<file path="src/sv/soctl_ram.sv">
// Generic simple dual-port RAM: one write port, one read port, registered read data.
// No dependencies.
`default_nettype none

module soctl_ram #(
  parameter int WIDTH = 8,
  parameter int DEPTH = 16,
  parameter int AW    = $clog2(DEPTH)
) (
  input  wire logic             clk,
  input  wire logic             we,
  input  wire logic [AW-1:0]    waddr,
  input  wire logic [WIDTH-1:0] wdata,
  input  wire logic [AW-1:0]    raddr,
  output logic      [WIDTH-1:0] rdata
);

  logic [WIDTH-1:0] mem [0:DEPTH-1];

  always_ff @(posedge clk) begin
    if (we) begin
      mem[waddr] <= wdata;
    end
    rdata <= mem[raddr];
  end

endmodule

`default_nettype wire

</file>
<file path="config.mk">
export PLATFORM = sky130hd
export DESIGN_NAME = soctl_ram
export DESIGN_NICKNAME = d
export VERILOG_FILES = /design/src/sv/soctl_ram.sv
export SDC_FILE = /design/constraint.sdc
export NUM_CORES = 1
export LEC_CHECK = 0
export ABC_CLOCK_PERIOD_IN_PS = 3900
export BUFFER_PORTS_ARGS = -buffer_cell sky130_fd_sc_hd__buf_2
export CAP_MARGIN = 10
export CORE_ASPECT_RATIO = 1.2
export CORE_UTILIZATION = 65
export DETAILED_ROUTE_END_ITERATION = 10
export PLACE_DENSITY = 0.82
export SYNTH_ARGS = -nofsm -noshare
export SYNTH_HDL_FRONTEND = slang
export SYNTH_SLANG_ARGS = --single-unit
</file>
<file path="constraint.sdc">
create_clock -name clk -period 3.9 [get_ports clk]
set_input_delay 0.195 -clock clk [delete_from_list [all_inputs] [get_ports clk]]
set_output_delay 0.195 -clock clk [all_outputs]
set_load 0.01 [all_outputs]
</file>
* After elaboration in Yosys (flattened, before gate mapping)
Memory sizes are Yosys's and may differ from the RTL's. A register that Yosys moved wholly into a read port is not among the register bits. Index checks and enable logic that the tools add are counted.
Storage, ports and cells: bits of input ports 18, output and inout port bits 8, memories kept 1, word-level logic and storage cells 3, memory bits (writable) 128, register bits after elaboration 0
Memory list:
- mem | words 16, bits a word 8, rd ports 1, clocked after Yosys merged registers in 1, wr ports 1, line 18 | logic [WIDTH-1:0] mem [0:DEPTH-1];
Cells by class: muxes and demuxes 2
Operators by type and width (count):
- $mux W1 | 2

* Logic depth before layout (Yosys ltp)
Gate-level depths: netlist of the first run.
depth in word-level cells 2, mapped depth 5, mapped depth without buffers 3

* Worst setup path before layout of the first run
OpenSTA, ideal clock, no wires.
kind input -> register, start input port waddr[2], end memory mem[0][0] (enable), required time 3517 ps, library setup time 383 ps, slack 2212 ps, stages on the path 2, arrival 1305 ps, buffers on the path 0, path through or3b_2 -> nor3_1
RTL lines:
- start, declared | line 12 | input wire logic [AW-1:0] waddr,
- end, declared | line 18
Straight into the memory's write port.

==> results.sh, run 1 <==
export IMPL_path_clk_slew_ps=60
export IMPL_status="completed"
export IMPL_maxCapViolations=0
export IMPL_fin_setup_tns_ps=0
export IMPL_wirelength_um=9837
export IMPL_synth_edf_count=128
export IMPL_core_area_um2=7664
export IMPL_cts_buffers_inserted=17
export IMPL_fin_area_um2=5924
export IMPL_nets=284
export IMPL_drtAntennaViolNets=0
export IMPL_vias=2431
export IMPL_cts_tree="yes"
export IMPL_synth_area_um2=5147
export IMPL_cts_htree_levels=4
export IMPL_drc=0
export IMPL_initial_utilization=0.6717
export IMPL_routabilityCongestion=0.7060
export IMPL_n_antenna_cell=0
export IMPL_grt_max_degree=33
export IMPL_boundaryPins=26
export IMPL_drive_above_1_share=0.2760
export IMPL_synth_warnings=0
export IMPL_first_iter_violations=185
export IMPL_via_per_inst=6.553
export IMPL_critPathLaunchType="input port"
export IMPL_grt_pass1_vias=2472
export IMPL_die_area_um2=8280
export IMPL_clkSinkCount=136
export IMPL_overflow=0
export IMPL_cp_end_kind="flop"
export IMPL_clk_latency_ps=510
export IMPL_dpl_worst_slack_ps=1671
export IMPL_syn_instance_count=229
export IMPL_fp_row_count=35
export IMPL_die_y_um=99.48
export IMPL_synth_seq_cells=136
export IMPL_synth_seq_area_share=0.7778
export IMPL_port_buffers=25
export IMPL_p_per_area_nw_per_um2=573.3
export IMPL_syn_area_per_cell_um2=22.48
export IMPL_cts_resized=0
export IMPL_synth_distinct_cells=19
export IMPL_fin_crit_sh=0.4442
export IMPL_post_cts_repair_setup_buffers=0
export IMPL_fin_skew_ps=7.382
export IMPL_async_flop_share=0
export IMPL_cts_root_buf="clkbuf_8"
export IMPL_clk_path_buf_depth=2
export IMPL_post_dp_cell_area_um2=5326
export IMPL_wl_per_cell_um=26.51
export IMPL_grt_use_total=0.2645
export IMPL_dpl_hpwl_um=5623
export IMPL_hold_violations=0
export IMPL_setup_violations=0
export IMPL_finalMaxSlewViolations=0
export IMPL_holdWs_ps=64.70
export IMPL_layout_min_cycle_time_ps=1732
export IMPL_crit_fanout=32
export IMPL_max_freq_mhz=577.3
export IMPL_ys_flop_type="edfxtp_1"
export IMPL_dieWidth_um=83.24
export IMPL_antenna_found_initial=0
export IMPL_grt_pass1_wl_um=14880
export IMPL_grt_setup_unrepaired="no"
export IMPL_vdd_drop_max_v=0.0005097
export IMPL_fillCellCount=378
export IMPL_syn_to_final_growth_pct=15.09
export IMPL_cp_required_ps=4280
export IMPL_hold_class="input port to flop"
export IMPL_crit_type="input port to flop"
export IMPL_dr_wl_met2_um=5073
export IMPL_firstDrtPassIters=4
export IMPL_wl_met3_um=638
export IMPL_crit_arrival_ps=2110
export IMPL_p_leak_uw=0.002001
export IMPL_syn_nets=247
export IMPL_fin_cells=371
export IMPL_hold_buffers=0
export IMPL_drt_met1_wl_um=3968
export IMPL_worstMarginPinSlew_ps=1036
export IMPL_relSlewSlack=0.3090
export IMPL_dp_cells=339
export IMPL_highest_layer="met4"
export IMPL_setup_ws_ps=2168
## critical path, cell delays in order
cell and delay (ps):
buf_2 760, mux4_1 680, a22oi_1 320, nand2_1 120
## cell usage in the layout, fill, tap and decap left out, drive strengths merged
master,count
nor2,13
mux4,32
nor3,4
and2b,1
nand3,1
clkbuf,17
clkinv,9
and2,1
dfxtp,8
a22oi,16
nand2b,2
nor2b,1
bufinv,4
buf,28
nand3b,2
edfxtp,128
clkinvlp,2
nand2,9
or3b,1
## metrics by stage
step,utilization,power (uW)
6_report,0.7731,3397
5_1_grt,0.7731,3475
3_3_place_gp,0.6944,1813
2_1_floorplan,-,1759
4_1_cts,0.7731,3409
3_5_place_dp,0.6950,1820
## state kept, by name, indices dropped and copies added, names as in the netlist
name / count
mem: 128
rdata: 8
## where the power goes
group          leakage, uW  switching (uW)  internal, uW
sequential         0.00122            11.2          1630
combinational     0.000488            86.4          58.7
clock             0.000290             579          1030
## cell usage after synthesis, types with 2 or more instances
cell               n  area, um^2
a22oi_1           16       120.1
buf_2              3       15.01
buf_6              3       33.78
clkdlybuf4s25_2    3       30.03
dfxtp_1            8       160.2
edfxtp_1         128        3844
mux4_1            14       367.9
mux4_2            18       405.4
nand2_1            9       33.78
nand2b_1           2       12.51
nand3b_1           2       15.01
nor2_1            13       48.80
nor3_1             4       20.02
## per-layer routing
metal	track usage	up-vias
met2	0.4174	115
met1	0.3592	1256
li1	-	1047
met4	0.1154	0
met3	0.06722	13
met5	0	-
## cell families after synthesis
family,synth area share
flip-flops,0.7778
multiplexers,0.1502
AO/OA/AOI/OAI,0.02334
AND/OR/NAND/NOR,0.03184
buffers and inverters,0.01677
## worst paths after layout
path                                             to  cells past startpoint  slack (ps)            startpoint
worst min-delay path            mem[8][4]$_DFFE_PP_                      1          60              wdata[4]
worst max register to register     rdata[2]$_DFF_P_                      3        2410   mem[1][2]$_DFFE_PP_
worst max-delay path               rdata[2]$_DFF_P_                      4        2170              raddr[0]
worst min register to register     rdata[1]$_DFF_P_                      3         680  mem[11][1]$_DFFE_PP_
## area by class of cell
class | instances | area (um^2) | share of cell area
clock buffers | 17 | 414.1 | 0.06990
flip-flops and latches | 136 | 4004 | 0.6758
well taps | 92 | 115.1 | 0.01943
repair buffers | 28 | 145.1 | 0.02450
clock inverters | 15 | 183.9 | 0.03105
multi-input cells | 83 | 1062 | 0.1793
Note: power is estimated with default switching activity, not from simulation.
==> inputs of run 2 (changes only) <==
- ABC_CLOCK_PERIOD_IN_PS: 3900 -> 1730
- CORE_UTILIZATION: 65 -> 60
- PLACE_DENSITY: 0.82 -> 0.76
- clock period: 3.9 -> 1.73 ns (I/O delays scaled with it)
==> run 2 against run 1 <==
Clock skew rose by 5.1 ps. Wire length shrank 6.3%. Core utilization is 2.7 points lower.
==> results.sh, run 2 (synthesis results as in run 1) <==
export IMPL_status="completed"
export IMPL_crit_arrival_ps=1750
export IMPL_initial_utilization=0.6279
export IMPL_regMostFlops="mem"
export IMPL_grt_setup_unrepaired="no"
export IMPL_busiest_layer="met2"
export IMPL_drive_above_1_share=0.2908
export IMPL_gr_usage_met3=0.07619
export IMPL_crit_chain="mux4_1, a22oi_1, nand2_1"
export IMPL_fin_skew_ps=12.51
export IMPL_path_clk_slew_ps=60
export IMPL_grt_max_degree=33
export IMPL_antenna_found_initial=0
export IMPL_fin_setup_tns_ps=0
export IMPL_worstMarginPinSlew_ps=670.4
export IMPL_port_buffers=25
export IMPL_cts_root_buf="clkbuf_8"
export IMPL_vias=2494
export IMPL_layout_min_cycle_time_ps=1347
export IMPL_slowest_stage="mux4_1"
export IMPL_wirelength_um=9214
export IMPL_grt_use_total=0.2330
export IMPL_wl_per_cell_um=21.94
export IMPL_dpl_hpwl_um=5787
export IMPL_overflow=0
export IMPL_core_area_um2=8198
export IMPL_clkSinkCount=136
export IMPL_syn_to_final_growth_pct=18.89
export IMPL_fin_cells=420
export IMPL_grt_pass1_vias=2472
export IMPL_cts_htree_levels=4
export IMPL_grt_pass1_wl_um=13810
export IMPL_dp_cells=380
export IMPL_vdd_drop_max_v=0.001002
export IMPL_drc=0
export IMPL_hold_violations=0
export IMPL_cts_buffers_inserted=17
export IMPL_crit_type="flop to flop"
export IMPL_critPathLaunchType="flop"
export IMPL_dieWidth_um=86.56
export IMPL_boundaryPins=26
export IMPL_max_freq_mhz=742.1
export IMPL_die_y_um=103.5
export IMPL_fp_row_count=36
export IMPL_cp_required_ps=2130
export IMPL_top_regs="mem x128, rdata x8"
export IMPL_die_area_um2=8955
export IMPL_nets=311
export IMPL_largest_register_ffs=128
export IMPL_drtAntennaViolNets=0
export IMPL_layout_commonest_cell="edfxtp_1"
export IMPL_clk_latency_ps=520
export IMPL_n_antenna_cell=0
export IMPL_routabilityCongestion=0.8031
export IMPL_p_leak_uw=0.002108
export IMPL_first_iter_violations=137
export IMPL_via_per_inst=5.938
export IMPL_hold_class="input port to flop"
export IMPL_max_stage_delay_ps=490
export IMPL_p_per_area_nw_per_um2=1178
export IMPL_met2_usage=0.3736
export IMPL_most_common_layout_cells="128 x edfxtp_1, 25 x buf_2, 20 x buf_4"
export IMPL_finalMaxSlewViolations=0
export IMPL_relSlewSlack=0.5514
export IMPL_clk_path_buf_depth=2
export IMPL_cp_end_kind="flop"
export IMPL_fin_crit_sh=0.7789
export IMPL_met1_usage=0.2949
export IMPL_cts_tree="yes"
export IMPL_crit_fanout=1
export IMPL_maxCapViolations=0
export IMPL_setup_violations=0
export IMPL_firstDrtPassIters=5
[run 2: final cells by class]
class | count | area, um^2
sequential | 136 | 4004
fill | 468 | 2078
multi-input combinational | 83 | 1057
clock buffer | 27 | 471.7
timing repair buffer | 55 | 395.4
tap | 114 | 142.6
clock inverter | 5 | 48.80
[run 2: path summary, 6_finish.rpt]
check                           slack, ps                  end            startpoint  depth (start not counted)
worst max register to register        380     rdata[5]$_DFF_P_   mem[2][5]$_DFFE_PP_                          3
worst min-delay path                  120  mem[4][5]$_DFFE_PP_              waddr[0]                          3
worst min register to register        660     rdata[7]$_DFF_P_  mem[14][7]$_DFFE_PP_                          3
worst max-delay path                  380     rdata[5]$_DFF_P_   mem[2][5]$_DFFE_PP_                          3
[run 2: layer usage]
layer | share of wire | wire length, um | vias to the layer above
li1 | - | - | 1107
met1 | 0.41 | 3772 | 1272
met2 | 0.52 | 4767 | 102
met3 | 0.060 | 553 | 13
met4 | 0.013 | 121 | 0
met5 | 0 | 0 | -
[run 2: worst max-delay path, delay by kind of cell (launching register included)]
kind,cells,cell delay [ps]
compound gates,1,300
flops,1,360
mux,1,490
simple gates,1,90
[run 2: power breakdown]
part | switching [uW] | total [uW] | leakage [uW] | internal (uW)
Combinational | 193 | 356 | 0.000629 | 163
Clock | 1180 | 3150 | 0.000256 | 1970
Sequential | 20.7 | 3710 | 0.00122 | 3690
[run 2: what timing repair did]
action	CTS	global route
endpoints found under the hold margin	128	0
gates resized for setup	0	0
buffers inserted	0	0
hold buffers	8	0
[run 2: metrics by stage]
stage | area, um^2 | utilization | hold WS, ps | power (uW) | setup WS, ps
floorplan | 5147 | - | 185.4 | 3965 | 150.6
global placement | 5519 | 0.6732 | 457.7 | 4105 | 264.7
detailed placement | 5519 | 0.6732 | 480.7 | 4118 | 203.5
CTS | 6120 | 0.7465 | 87.30 | 7269 | 389.3
global route | 6120 | 0.7465 | 109.1 | 7431 | 332.3
finish | 6120 | 0.7465 | 123.8 | 7210 | 382.6
==> inputs of run 3 (changes only) <==
- ABC_CLOCK_PERIOD_IN_PS: 1730 -> 1400
- clock period: 1.73 -> 1.4 ns (I/O delays scaled with it)
==> run 3 against run 2 <==
First-iteration DRC count increased by 86%. Total power increased by 27%. Sequential share of layout area decreased by 1.7 points. Critical path depth unchanged. Global-route usage is 2.4 points higher. Die area stayed put.
==> results.sh, run 3 (synthesis results as in run 1) <==
export IMPL_grt_pass1_vias=2539
export IMPL_cp_end_kind="flop"
export IMPL_top_regs="mem x128, rdata x8"
export IMPL_grt_pass1_wl_um=15130
export IMPL_fillCellCount=465
export IMPL_overflow=0
export IMPL_vdd_drop_max_v=0.001296
export IMPL_post_cts_repair_setup_buffers=0
export IMPL_drtAntennaViolNets=0
export IMPL_drc=0
export IMPL_die_area_um2=8955
export IMPL_fp_row_count=36
export IMPL_antenna_found_initial=0
export IMPL_cts_buffers_inserted=17
export IMPL_p_per_area_nw_per_um2=1459
export IMPL_setup_violations=0
export IMPL_status="completed"
export IMPL_crit_fanout=1
export IMPL_most_common_layout_cells="128 x edfxtp_1, 29 x buf_4, 25 x buf_2"
export IMPL_cts_tree="yes"
export IMPL_fin_skew_ps=6.201
export IMPL_wl_per_cell_um=23.61
export IMPL_initial_utilization=0.6279
export IMPL_first_iter_violations=255
export IMPL_layout_min_cycle_time_ps=1334
export IMPL_cp_required_ps=1810
export IMPL_cts_htree_levels=4
export IMPL_grt_max_degree=25
export IMPL_critPathLaunchType="flop"
export IMPL_dieWidth_um=86.56
export IMPL_hold_violations=0
export IMPL_clk_path_buf_depth=2
export IMPL_dp_cells=391
export IMPL_fin_setup_tns_ps=0
export IMPL_boundaryPins=26
export IMPL_n_antenna_cell=0
export IMPL_via_per_inst=5.958
export IMPL_max_freq_mhz=749.6
export IMPL_crit_arrival_ps=1740
export IMPL_post_dp_cell_area_um2=5632
export IMPL_layout_commonest_cell="edfxtp_1"
export IMPL_relSlewSlack=0.3372
export IMPL_grt_use_total=0.2573
export IMPL_min_delay_start="waddr[1]"
export IMPL_p_leak_uw=0.002187
export IMPL_vias=2568
export IMPL_clk_latency_ps=520
export IMPL_cts_root_buf="clkbuf_8"
export IMPL_grt_setup_unrepaired="no"
export IMPL_crit_type="flop to flop"
export IMPL_routabilityCongestion=0.7929
export IMPL_regMostFlops="mem"
export IMPL_multi_input_area_um2=1087
export IMPL_fin_cells=431
export IMPL_syn_to_final_growth_pct=22.07
export IMPL_largest_register_ffs=128
export IMPL_fin_area_um2=6284
export IMPL_nets=322
export IMPL_r2r_slack_ps=70
export IMPL_rr_startpoint="mem[2][4]$_DFFE_PP_"
export IMPL_wirelength_um=10170
export IMPL_drive_above_1_share=0.3470
export IMPL_dpl_hpwl_um=6146
export IMPL_clkSinkCount=136
export IMPL_core_area_um2=8198
export IMPL_finalMaxSlewViolations=0
export IMPL_worstMarginPinSlew_ps=990.6
export IMPL_regArea_um2=4004
export IMPL_fin_crit_sh=0.9529
export IMPL_port_buffers=25
export IMPL_path_clk_slew_ps=60
export IMPL_firstDrtPassIters=5
export IMPL_maxCapViolations=0
export IMPL_die_y_um=103.5
export IMPL_hold_class="input port to flop"
export IMPL_crit_path_start="mem[2][4]$_DFFE_PP_"
## run 3: area by class of cell
cell class	count	share of cell area
sequential	136	0.6372
multi-input combinational	83	0.1730
timing repair buffer	66	0.08005
clock buffer	23	0.07109
tap	114	0.02270
clock inverter	9	0.01593
## run 3: path summary, 6_finish.rpt
kind | endpoint | cells past startpoint
max | rdata[4]$_DFF_P_ | 3
min | mem[0][0]$_DFFE_PP_ | 3
max reg2reg | rdata[4]$_DFF_P_ | 3
min reg2reg | rdata[4]$_DFF_P_ | 3
## run 3: critical path, stage by stage, from the launching register on
cell	delay, ps
edfxtp_1	400
mux4_2	480
a22oi_1	270
nand2_1	80
## run 3: power breakdown
part           switching [uW]  internal (uW)  leakage [uW]  total [uW]
combinational             259            225      0.000698         484
sequential               26.5           4550       0.00122        4580
clock                    1540           2560      0.000266        4100
total                    1830           7340       0.00219        9170
## run 3: routing by layer
metal,track usage,routed length (um),part of all wire
met1,0.3515,4141,0.41
met2,0.4017,5207,0.51
met3,0.06667,715,0.070
met4,0.1115,109,0.011
met5,0,0,0
## run 3: repair_timing
| action | CTS | global route |
|---|---|---|
| resized for setup | 0 | 5 |
| setup endpoints to repair | 0 | 5 |
| hold endpoints to repair | 128 | 0 |
| hold buffers | 8 | 0 |
## run 3: stage by stage
| step | hold slack [ps] | utilization | power, uW | worst slack (ps) |
|---|---|---|---|---|
| finish | 98.54 | 0.7665 | 9168 | 65.94 |
| global route | 95.43 | 0.7665 | 9426 | 9.701 |
| CTS | 74.65 | 0.7634 | 9215 | 37.41 |
| detailed placement | 462.6 | 0.6870 | 5117 | -81.97 |
| global placement | 446.6 | 0.6870 | 5098 | -78.92 |
| floorplan | 168.9 | - | 4900 | 63.85 |
