<file path="config.mk">
export PLATFORM = sky130hd
export DESIGN_NAME = soctl_shift
export DESIGN_NICKNAME = d
export VERILOG_FILES = /design/src/sv/soctl_pkg.sv /design/src/sv/soctl_shift.sv
export SDC_FILE = /design/constraint.sdc
export NUM_CORES = 1
export LEC_CHECK = 0
export BUFFER_PORTS_ARGS = -buffer_cell sky130_fd_sc_hd__buf_2
export CAP_MARGIN = 20
export CORE_UTILIZATION = 55
export DETAILED_ROUTE_END_ITERATION = 10
export GPL_TIMING_DRIVEN = 0
export PLACE_DENSITY_LB_ADDON = 0.25
export RECOVER_POWER = 25
export REMOVE_ABC_BUFFERS = 1
export SETUP_SLACK_MARGIN = 0.02
export SLEW_MARGIN = 10
export SYNTH_ARGS = -nofsm -noshare
export SYNTH_HDL_FRONTEND = slang
export SYNTH_SLANG_ARGS = --single-unit
</file>
<file path="constraint.sdc">
create_clock -name vclk -period 5.31
set_input_delay 0.531 -clock vclk [all_inputs]
set_output_delay 0.531 -clock vclk [all_outputs]
set_load 0.02 [all_outputs]
</file>
<file path="src/sv/soctl_pkg.sv">
// Shared types, widths and helpers for the sparse octree build and lookup block.
// No dependencies; soctl_shift and the top-level file import this package.
`default_nettype none

package soctl_pkg;

  localparam int MAX_LEVELS = 6;
  localparam int NODES      = 1024;
  localparam int LVL_W      = 3;
  localparam int IDX_W      = 10;
  localparam int FILL_W     = 11;
  localparam int CODE_W     = 18;
  localparam int CNT_W      = 16;
  localparam int SITES_W    = 32;
  localparam int LINK_W     = 11;
  localparam int SHAMT_W    = 5;
  localparam int NODE_AW    = LVL_W + IDX_W;
  localparam int LINK_AW    = LVL_W + IDX_W + 3;
  localparam int NODE_DEPTH = (MAX_LEVELS + 1) * NODES;
  localparam int LINK_DEPTH = MAX_LEVELS * NODES * 8;

  typedef enum logic [2:0] {
    ST_OK           = 3'd0,
    ST_NOT_FOUND    = 3'd1,
    ST_FULL         = 3'd2,
    ST_ORDER        = 3'd3,
    ST_INCONSISTENT = 3'd4,
    ST_SKIPPED      = 3'd5
  } status_t;

  typedef enum logic [3:0] {
    S_IDLE,
    S_INS_RD,
    S_INS_CHK,
    S_INS_UPD,
    S_INS_MRG,
    S_INS_LINK,
    S_LK_RD,
    S_LK_CHK,
    S_LK_LNK
  } fsm_t;

  typedef enum logic {
    OP_INSERT = 1'b0,
    OP_LOOKUP = 1'b1
  } op_t;

  // Effective number of levels: the register value clamped to 1..MAX_LEVELS.
  function automatic logic [LVL_W-1:0] lc_eff(input logic [LVL_W-1:0] v);
    logic [LVL_W-1:0] r;
    r = v;
    if (v == '0) r = LVL_W'(1);
    if (v > LVL_W'(MAX_LEVELS)) r = LVL_W'(MAX_LEVELS);
    return r;
  endfunction

  // Three code bits per level: shift amount for a level difference.
  function automatic logic [SHAMT_W-1:0] times3(input logic [LVL_W-1:0] d);
    return {{(SHAMT_W-LVL_W){1'b0}}, d} + {{(SHAMT_W-LVL_W-1){1'b0}}, d, 1'b0};
  endfunction

endpackage

`default_nettype wire

</file>
<file path="src/sv/soctl_shift.sv">
// Shared code shifter: the node code of a path at a given level and the child digit below it.
// Depends on soctl_pkg.
`default_nettype none

module soctl_shift (
  input  wire logic [soctl_pkg::CODE_W-1:0] code,
  input  wire logic [soctl_pkg::LVL_W-1:0]  lc,
  input  wire logic [soctl_pkg::LVL_W-1:0]  lvl,
  output logic      [soctl_pkg::CODE_W-1:0] pc,
  output logic      [2:0]                   loc_next
);
  import soctl_pkg::*;

  logic [LVL_W-1:0]   diff;
  logic [SHAMT_W-1:0] amt;
  logic [CODE_W-1:0]  below;

  assign diff = lc - lvl;
  assign amt  = times3(diff);
  assign pc   = code >> amt;

  // The digit that selects the child is the next three bits under this level.
  always_comb begin
    below = '0;
    if (diff != '0) begin
      below = code >> (amt - SHAMT_W'(3));
    end
  end
  assign loc_next = below[2:0];

endmodule

`default_nettype wire

</file>
After elaboration in Yosys (flattened, before gate mapping)
Index checks and enable logic that the tools add are counted. Widths: inputs -> output; s select.

Mux-type cells: 1. Shift-type cells: 2. $add $sub $neg: 3. Reduce and logical (&&, ||, !) cells: 1.

Operators by type and width (number): $shr 18x5->18 (1); $shr 18x5->3 (1); $add 3x4->5 (1); $sub 5x2->5 const B (1); $mux 3 (1); $reduce_bool 3->1 (1); $sub 3x3->3 (1).

Bits in registers: 0. Output and inout port bits: 21. Bits of input ports: 24.

Longest topological paths before layout
Gate-level depths: netlist of run 1.

Word-level depth: 5. Mapped depth: 15.

Least setup slack after synthesis of run 1
No wires, ideal clock.

Kind: input to output. Start point: input port lc[0] (netlist name). End point: output port pc[2] (netlist name). Required time: 4.779 ns. Cell stages on the path: 12. Path buffers: 4. Setup slack: 1.097 ns. Arrival: 3.682 ns. Cells stage by stage: inv_1 > ha_1 > buf_2 > inv_2 > buf_1 > ha_1 > inv_1 > fa_1 > buf_2 > buf_1 > mux2_2 > a211oi_1.

Cells in the longest elaborated chain, start to end: 3.

Ends and longest elaborated chain: from (decl) (RTL line soctl_shift.sv:7) `input wire logic [soctl_pkg::LVL_W-1:0] lc,`; $sub 3x3->3 (RTL line soctl_shift.sv:18) `assign diff = lc - lvl;`; $add 3x4->5 (RTL line soctl_pkg.sv:59) `return {{(SHAMT_W-LVL_W){1'b0}}, d} + {{(SHAMT_W-LVL_W-1){1'b0}}, d, 1'b0};`; $shr 18x5->18 (RTL line soctl_shift.sv:20) `assign pc = code >> amt;`; to (decl) (RTL line soctl_shift.sv:9) `output logic [soctl_pkg::CODE_W-1:0] pc,`.

Every way passes these cells.

Worst setup path after layout of run 1
Start point: input port lc[0] (netlist name). End point: output port pc[0] (netlist name).

Same word-level chain as after synthesis.

==> metrics.md, run 1 <==
| Metric | Value |
|---|---|
| Result of the run | `finished clean` |
| Share of power burned in the clock network | `0%` |
| Final Core Density | `65.2%` |
| PD cells | `385 mW/mm2` |
| Port bufs | `45` |
| Sum of negative setup slack | `0 ns` |
| Synthesized-area fraction occupied by xor and xnor cells | `4.22%` |
| Total leakage power | `0.811 nW` |
| Area fraction in compound gates after synthesis | `20.6%` |
| Number of nets in the final layout | `270` |
| Final global-route overflow total | `0` |
| Classification of the worst-slack hold path | `in -> out` |
| Worst-path maximum fanout | `27` |
| RSZ-0062 raised after global routing | `false` |
| Estimated wirelength of the detail-placed design | `3.24 mm` |
| Synthesized netlist cell count | `206` |
| List of most frequent post-synthesis cells | `sky130_fd_sc_hd__nor2_1, sky130_fd_sc_hd__mux2i_1, sky130_fd_sc_hd__nand2_1` |
| Area growth, synth to finish | `12.2%` |
| Net switching component of the power | `409 uW` |
| Netlist area before placement | `0.00160 mm2` |
| Worst Path Buf+Inv | `5` |
| Fraction of power consumed by sequential logic | `0%` |
| Power consumption | `692 uW` |
| Required time of the worst setup path | `4.78 ns` |
| Final worst-path setup slack | `0.682 ns` |
| Most instantiated library cell after synthesis | `sky130_fd_sc_hd__nor2_1` |
| Mux cell area share after synthesis | `36.4%` |
| Simple-gate area share of the yosys netlist | `21.1%` |
| Vias in the first global route | `1531` |
| Core Area | `0.00276 mm2` |
| Vias post-DR | `1709` |
| IO Count | `45` |
| Maximum number of pins on one net before global-route repair | `44` |
| Width of the die | `56.0 um` |
| Die Height | `56.0 um` |
| Arrival time worst endpoint | `4.10 ns` |
| Std-Cell Rows | `19` |
| First-iteration detailed-routing DRC count | `114` |
| Slew margin rel. | `36.3%` |
| Max-slew violation count | `0` |
| Synth top area share | `14.1%` |
| Number of routed nets with antenna violations | `0` |
| Remaining design rule violation count | `0` |
| Hold buffers post-CTS | `0` |
| Final critical path time including I/O delays and setup | `4.63 ns` |
| Floorplan die area | `0.00313 mm2` |
| Clock buffers | `0` |
| Number of setup violations in the final report | `0` |
| Total of max-cap violations | `0` |
| Cells traversed along the worst timing path | `buf_2, inv_1, ha_1, inv_2, ha_1, inv_1, fa_1, mux4_2, mux2i_1, nor3_1, a21oi_1, nand2_1, buf_2` |
| Internal | `283 uW` |
| Wirelength, routed | `4.27 mm` |
| Category of the critical setup timing path | `in -> out` |
| Number of antenna repair diodes | `0` |
| Period utilisation layout | `87.1%` |
| Startpoint type of the worst setup path | `primary input` |
| Peak ir drop on the vdd network | `0.000437 V` |
| Share of power burned in combinational logic | `100.0%` |
| Critical Path Max Stage Delay | `1.12 ns` |
| Dpl cells | `266` |
| Slowest cell on the critical path | `sky130_fd_sc_hd__fa_1` |
| Area leader, netlist | `sky130_fd_sc_hd__mux4_2` |
| Buffers inserted by post-CTS timing repair | `0` |
| Ratio of cells with drive above 1 in the final layout | `31.1%` |
| Synthesis warning total | `0` |
| Routability cong. | `0.845` |
| Proportion of total power due to net switching | `59.2%` |
| Proportion of synthesized chip area in sequential cells | `0%` |
| Avg WL per Cell | `16.0 um` |
| Final std cells w/o fill | `266` |
| Antenna violations before repair | `0` |
| Crit path capture type | `primary output` |
| FF+latch area | `0 um2` |
| Average vias per placed instance | `6.42` |
| Starting Density | `58.1%` |
| Slew at the pin closest to its max-slew limit | `0.954 ns` |
| Yosys cell types | `43` |
| Average cell area after synthesis | `7.77 um2` |
| Top delay family on crit path | `adder cells` |
| Top area cells in the synthesized netlist | `sky130_fd_sc_hd__mux4_2, sky130_fd_sc_hd__mux2i_1, sky130_fd_sc_hd__mux2_2` |
| Overall fraction of global-route tracks in use | `27.4%` |
| Final sequential cell count | `0` |
| Highest clock rate | `216 MHz` |
| Fin. Hold Viols | `0` |
| Number of filler instances in the final layout | `266` |
| TritonRoute pass-1 iters | `4` |
| Synth Area in Adders | `8.44%` |
| Main combinational cell family by area after synthesis | `multiplexers` |
| First-pass GRT wire length | `7.01 mm` |
| Post-cts repair resize count | `0` |
| Worst setup timing slack at the placement stage | `0.706 ns` |
power by group through the flow:
stage                     sequential (mW)  clock (mW)  combinational, mW
after floorplan                         0           0              0.518
after global placement                  0           0              0.672
after detailed placement                0           0              0.687
after CTS                               0           0              0.690
after global routing                    0           0              0.756
final                                   0           0              0.692
per-layer routing:
metal / track usage, % / vias up / routed length (um)
met5: 0 / - / 0
met4: 3.48 / 0 / 24
met3: 0.930 / 4 / 261
met2: 48.1 / 69 / 2140
met1: 38.4 / 812 / 1840
li1: - / 824 / -
cell usage in the layout, fill, tap and decap left out, types with 2 or more instances in the layout:
| cell type | count |
|---|---|
| sky130_fd_sc_hd__a211oi_1 | 8 |
| sky130_fd_sc_hd__a21oi_1 | 17 |
| sky130_fd_sc_hd__a31oi_1 | 8 |
| sky130_fd_sc_hd__and2_1 | 4 |
| sky130_fd_sc_hd__and3_1 | 2 |
| sky130_fd_sc_hd__buf_2 | 41 |
| sky130_fd_sc_hd__clkbuf_1 | 4 |
| sky130_fd_sc_hd__fa_1 | 3 |
| sky130_fd_sc_hd__ha_1 | 5 |
| sky130_fd_sc_hd__inv_1 | 8 |
| sky130_fd_sc_hd__mux2_2 | 14 |
| sky130_fd_sc_hd__mux2i_1 | 20 |
| sky130_fd_sc_hd__mux4_2 | 10 |
| sky130_fd_sc_hd__nand2_1 | 20 |
| sky130_fd_sc_hd__nand2b_1 | 3 |
| sky130_fd_sc_hd__nand3_1 | 4 |
| sky130_fd_sc_hd__nor2_1 | 24 |
| sky130_fd_sc_hd__nor2b_1 | 4 |
| sky130_fd_sc_hd__nor3_1 | 4 |
| sky130_fd_sc_hd__nor3b_1 | 2 |
| sky130_fd_sc_hd__nor4_1 | 2 |
| sky130_fd_sc_hd__o2111ai_1 | 2 |
| sky130_fd_sc_hd__o211ai_1 | 2 |
| sky130_fd_sc_hd__o21ai_0 | 4 |
| sky130_fd_sc_hd__o31ai_1 | 3 |
metrics by stage:
stage	hold WS (ns)	cell area, um2
4_1_cts	1.53	1800
5_1_grt	1.59	1800
3_5_place_dp	1.53	1800
6_report	1.55	1800
2_1_floorplan	1.27	1490
3_3_place_gp	1.54	1750
final timing paths:
check / startpoint / to / slack [ns] / cells past startpoint
hold / removal: code[17] / pc[17] / 1.55 / 4
setup / recovery: lc[0] / pc[0] / 0.68 / 13
logic make-up (layout without fill, tap and decap cells):
logic type	count (synthesis)	count (layout)
AO/OA/AOI/OAI	51	51
multiplexers	44	44
buffers and inverters	27	56
adder cells (fa/ha/maj)	9	9
AND/OR/NAND/NOR	72	72
XOR/XNOR	3	3
area by class of cell:
class,instances,area [um2],share of cell area (%)
Inverter,9,33.8,1.88
Timing Repair Buffer,47,268,14.9
Tap cell,31,38.8,2.16
Multi-Input combinational cell,179,1460,81.1
Note: power is estimated with default switching activity, not from simulation.
==> run 2, diff against run 1 <==
CORE_ASPECT_RATIO = 0.8   (was unset)
==> metrics.md, run 2 (same netlist as run 1, synthesis figures left out) <==
| Metric | Value |
|---|---|
| Peak ir drop on the vdd network | `0.000246 V (was 0.000437 V)` |
| Result of the run | `finished clean (unchanged)` |
| RSZ-0062 raised after global routing | `false (unchanged)` |
| Number of setup violations in the final report | `0 (unchanged)` |
| First-pass GRT wire length | `6.48 mm (was 7.01 mm)` |
| Hold buffers post-CTS | `0 (unchanged)` |
| Hold WS | `1.58 ns (was 1.55 ns)` |
| Cells traversed along the worst timing path | `buf_2, inv_1, ha_1, inv_1, fa_1, inv_1, ha_2, mux2i_1, nand2_1, a21boi_0, mux4_2, and3_1, buf_2 (was buf_2, inv_1, ha_1, inv_2, ha_1, inv_1, fa_1, mux4_2, mux2i_1, nor3_1, a21oi_1, nand2_1, buf_2)` |
| First-iteration detailed-routing DRC count | `117 (was 114)` |
| Fraction of power consumed by sequential logic | `0% (about the same)` |
| FF+latch area | `0 um2 (unchanged)` |
| Core Area | `0.00277 mm2 (was 0.00276 mm2)` |
| Required time of the worst setup path | `4.78 ns (about the same)` |
| Remaining design rule violation count | `0 (unchanged)` |
| Arrival time worst endpoint | `4.08 ns (was 4.10 ns)` |
| Critical Path Max Stage Delay | `0.96 ns (was 1.12 ns)` |
| Final Core Density | `64.7% (was 65.2%)` |
| IO Count | `45 (unchanged)` |
| Total leakage power | `0.814 nW (was 0.811 nW)` |
| Total of max-cap violations | `0 (unchanged)` |
| Buffers inserted by post-CTS timing repair | `0 (unchanged)` |
| Category of the critical setup timing path | `in -> out (unchanged)` |
| Proportion of total power due to net switching | `59.2% (about the same)` |
| Floorplan die area | `0.00313 mm2 (about the same)` |
| Period utilisation layout | `86.9% (was 87.1%)` |
| Final worst-path setup slack | `0.694 ns (was 0.682 ns)` |
| Internal | `278 uW (was 283 uW)` |
| Routability cong. | `0.849 (was 0.845)` |
| Maximum number of pins on one net before global-route repair | `44 (unchanged)` |
| Vias in the first global route | `1350 (was 1531)` |
| Share of power burned in combinational logic | `100.0% (about the same)` |
| Number of antenna repair diodes | `0 (unchanged)` |
| Final sequential cell count | `0 (unchanged)` |
| Highest clock rate | `217 MHz (was 216 MHz)` |
| Top delay family on crit path | `adder cells (unchanged)` |
| Average vias per placed instance | `6.02 (was 6.42)` |
| Slew margin rel. | `38.5% (was 36.3%)` |
| Cells on Worst Hold Path | `4 (unchanged)` |
| Ratio of cells with drive above 1 in the final layout | `31.2% (was 31.1%)` |
| PD cells | `381 mW/mm2 (was 385 mW/mm2)` |
| Port bufs | `45 (unchanged)` |
| Final global-route overflow total | `0 (unchanged)` |
| Startpoint type of the worst setup path | `primary input (unchanged)` |
| Number of filler instances in the final layout | `274 (was 266)` |
| Worst setup timing slack at the placement stage | `0.336 ns (was 0.706 ns)` |
| Multi-input gate area | `0.00146 mm2 (unchanged)` |
| Top library cells by usage in the layout, fill and taps aside | `sky130_fd_sc_hd__buf_2, sky130_fd_sc_hd__nor2_1, sky130_fd_sc_hd__mux2i_1, sky130_fd_sc_hd__nand2_1, sky130_fd_sc_hd__a21oi_1 (unchanged)` |
| Sum of negative setup slack | `0 ns (unchanged)` |
| Path length in cells of the critical path | `13 (unchanged)` |
| Wirelength, routed | `4.00 mm (was 4.27 mm)` |
| Net switching component of the power | `403 uW (was 409 uW)` |
| Final critical path time including I/O delays and setup | `4.62 ns (was 4.63 ns)` |
| Commonest non-fill, non-tap cell in the layout | `sky130_fd_sc_hd__buf_2 (unchanged)` |
| Worst Path Buf+Inv | `5 (unchanged)` |
| Estimated wirelength of the detail-placed design | `3.01 mm (was 3.24 mm)` |
| Most frequent cell on the critical path | `sky130_fd_sc_hd__inv_1` |
| Max-slew violation count | `0 (unchanged)` |
| Share of power burned in the clock network | `0% (about the same)` |
| Width of the die | `62.3 um (was 56.0 um)` |
| Area growth, synth to finish | `11.7% (was 12.2%)` |
| Vias post-DR | `1638 (was 1709)` |
| Slowest cell on the critical path | `sky130_fd_sc_hd__ha_2 (was sky130_fd_sc_hd__fa_1)` |
| Slew at the pin closest to its max-slew limit | `0.922 ns (was 0.954 ns)` |
| Die Height | `50.3 um (was 56.0 um)` |
| Avg WL per Cell | `14.7 um (was 16.0 um)` |
| Overall fraction of global-route tracks in use | `25.4% (was 27.4%)` |
| Number of routed nets with antenna violations | `0 (unchanged)` |
| TritonRoute pass-1 iters | `4 (unchanged)` |
| Starting Density | `57.9% (was 58.1%)` |
| Antenna violations before repair | `0 (unchanged)` |
| Clock buffers | `0 (unchanged)` |
| Post-cts repair resize count | `0 (unchanged)` |
| Classification of the worst-slack hold path | `in -> out (unchanged)` |
| Number of nets in the final layout | `269 (was 270)` |
| Worst-path maximum fanout | `43 (was 27)` |
| Crit path capture type | `primary output (unchanged)` |
| Fin. Hold Viols | `0 (unchanged)` |
| Std-Cell Rows | `17 (was 19)` |
[run 2: cell count changes in the layout (fill, tap and decap cells not counted), sizes merged]
cell and delta:
clkbuf -3, buf +2
[run 2: stage by stage]
stage	power, mW	cell area (um2)	instances
finish	0.681	1790	272
global route	0.743	1790	272
detailed placement	0.670	1760	271
floorplan	0.518	1490	188
global placement	0.671	1760	271
CTS	0.674	1760	271
[run 2: final timing paths]
check,startpoint,endpoint,slack [ns]
min,code[17],pc[17],1.58
max,lc[0],loc_next[2],0.69
[run 2: power by group through the flow]
stage | sequential (mW) | combinational [mW] | clock (mW)
final | 0 | 0.681 | 0
after global routing | 0 | 0.743 | 0
after CTS | 0 | 0.674 | 0
after detailed placement | 0 | 0.670 | 0
after global placement | 0 | 0.671 | 0
after floorplan | 0 | 0.518 | 0
[run 2: tightest hold or removal path, cell delays in order]
cell and delay (ns):
sky130_fd_sc_hd__buf_2 0.14, sky130_fd_sc_hd__nand4_1 0.17, sky130_fd_sc_hd__nor2_1 0.05, sky130_fd_sc_hd__buf_2 0.15
[run 2: cell type report]
class,count,area share [%]
timing repair buffer,46,14.1
inverter,9,1.89
multi-input combinational,179,81.4
tap,38,2.66
[run 2: routing by layer]
layer  vias up  track usage, %  wire [um]
li1        822               -          -
met1       769            40.7       2020
met2        47            40.1       1790
met3         0           0.455        202
met4         0           0.388          0
met5         -               0          0
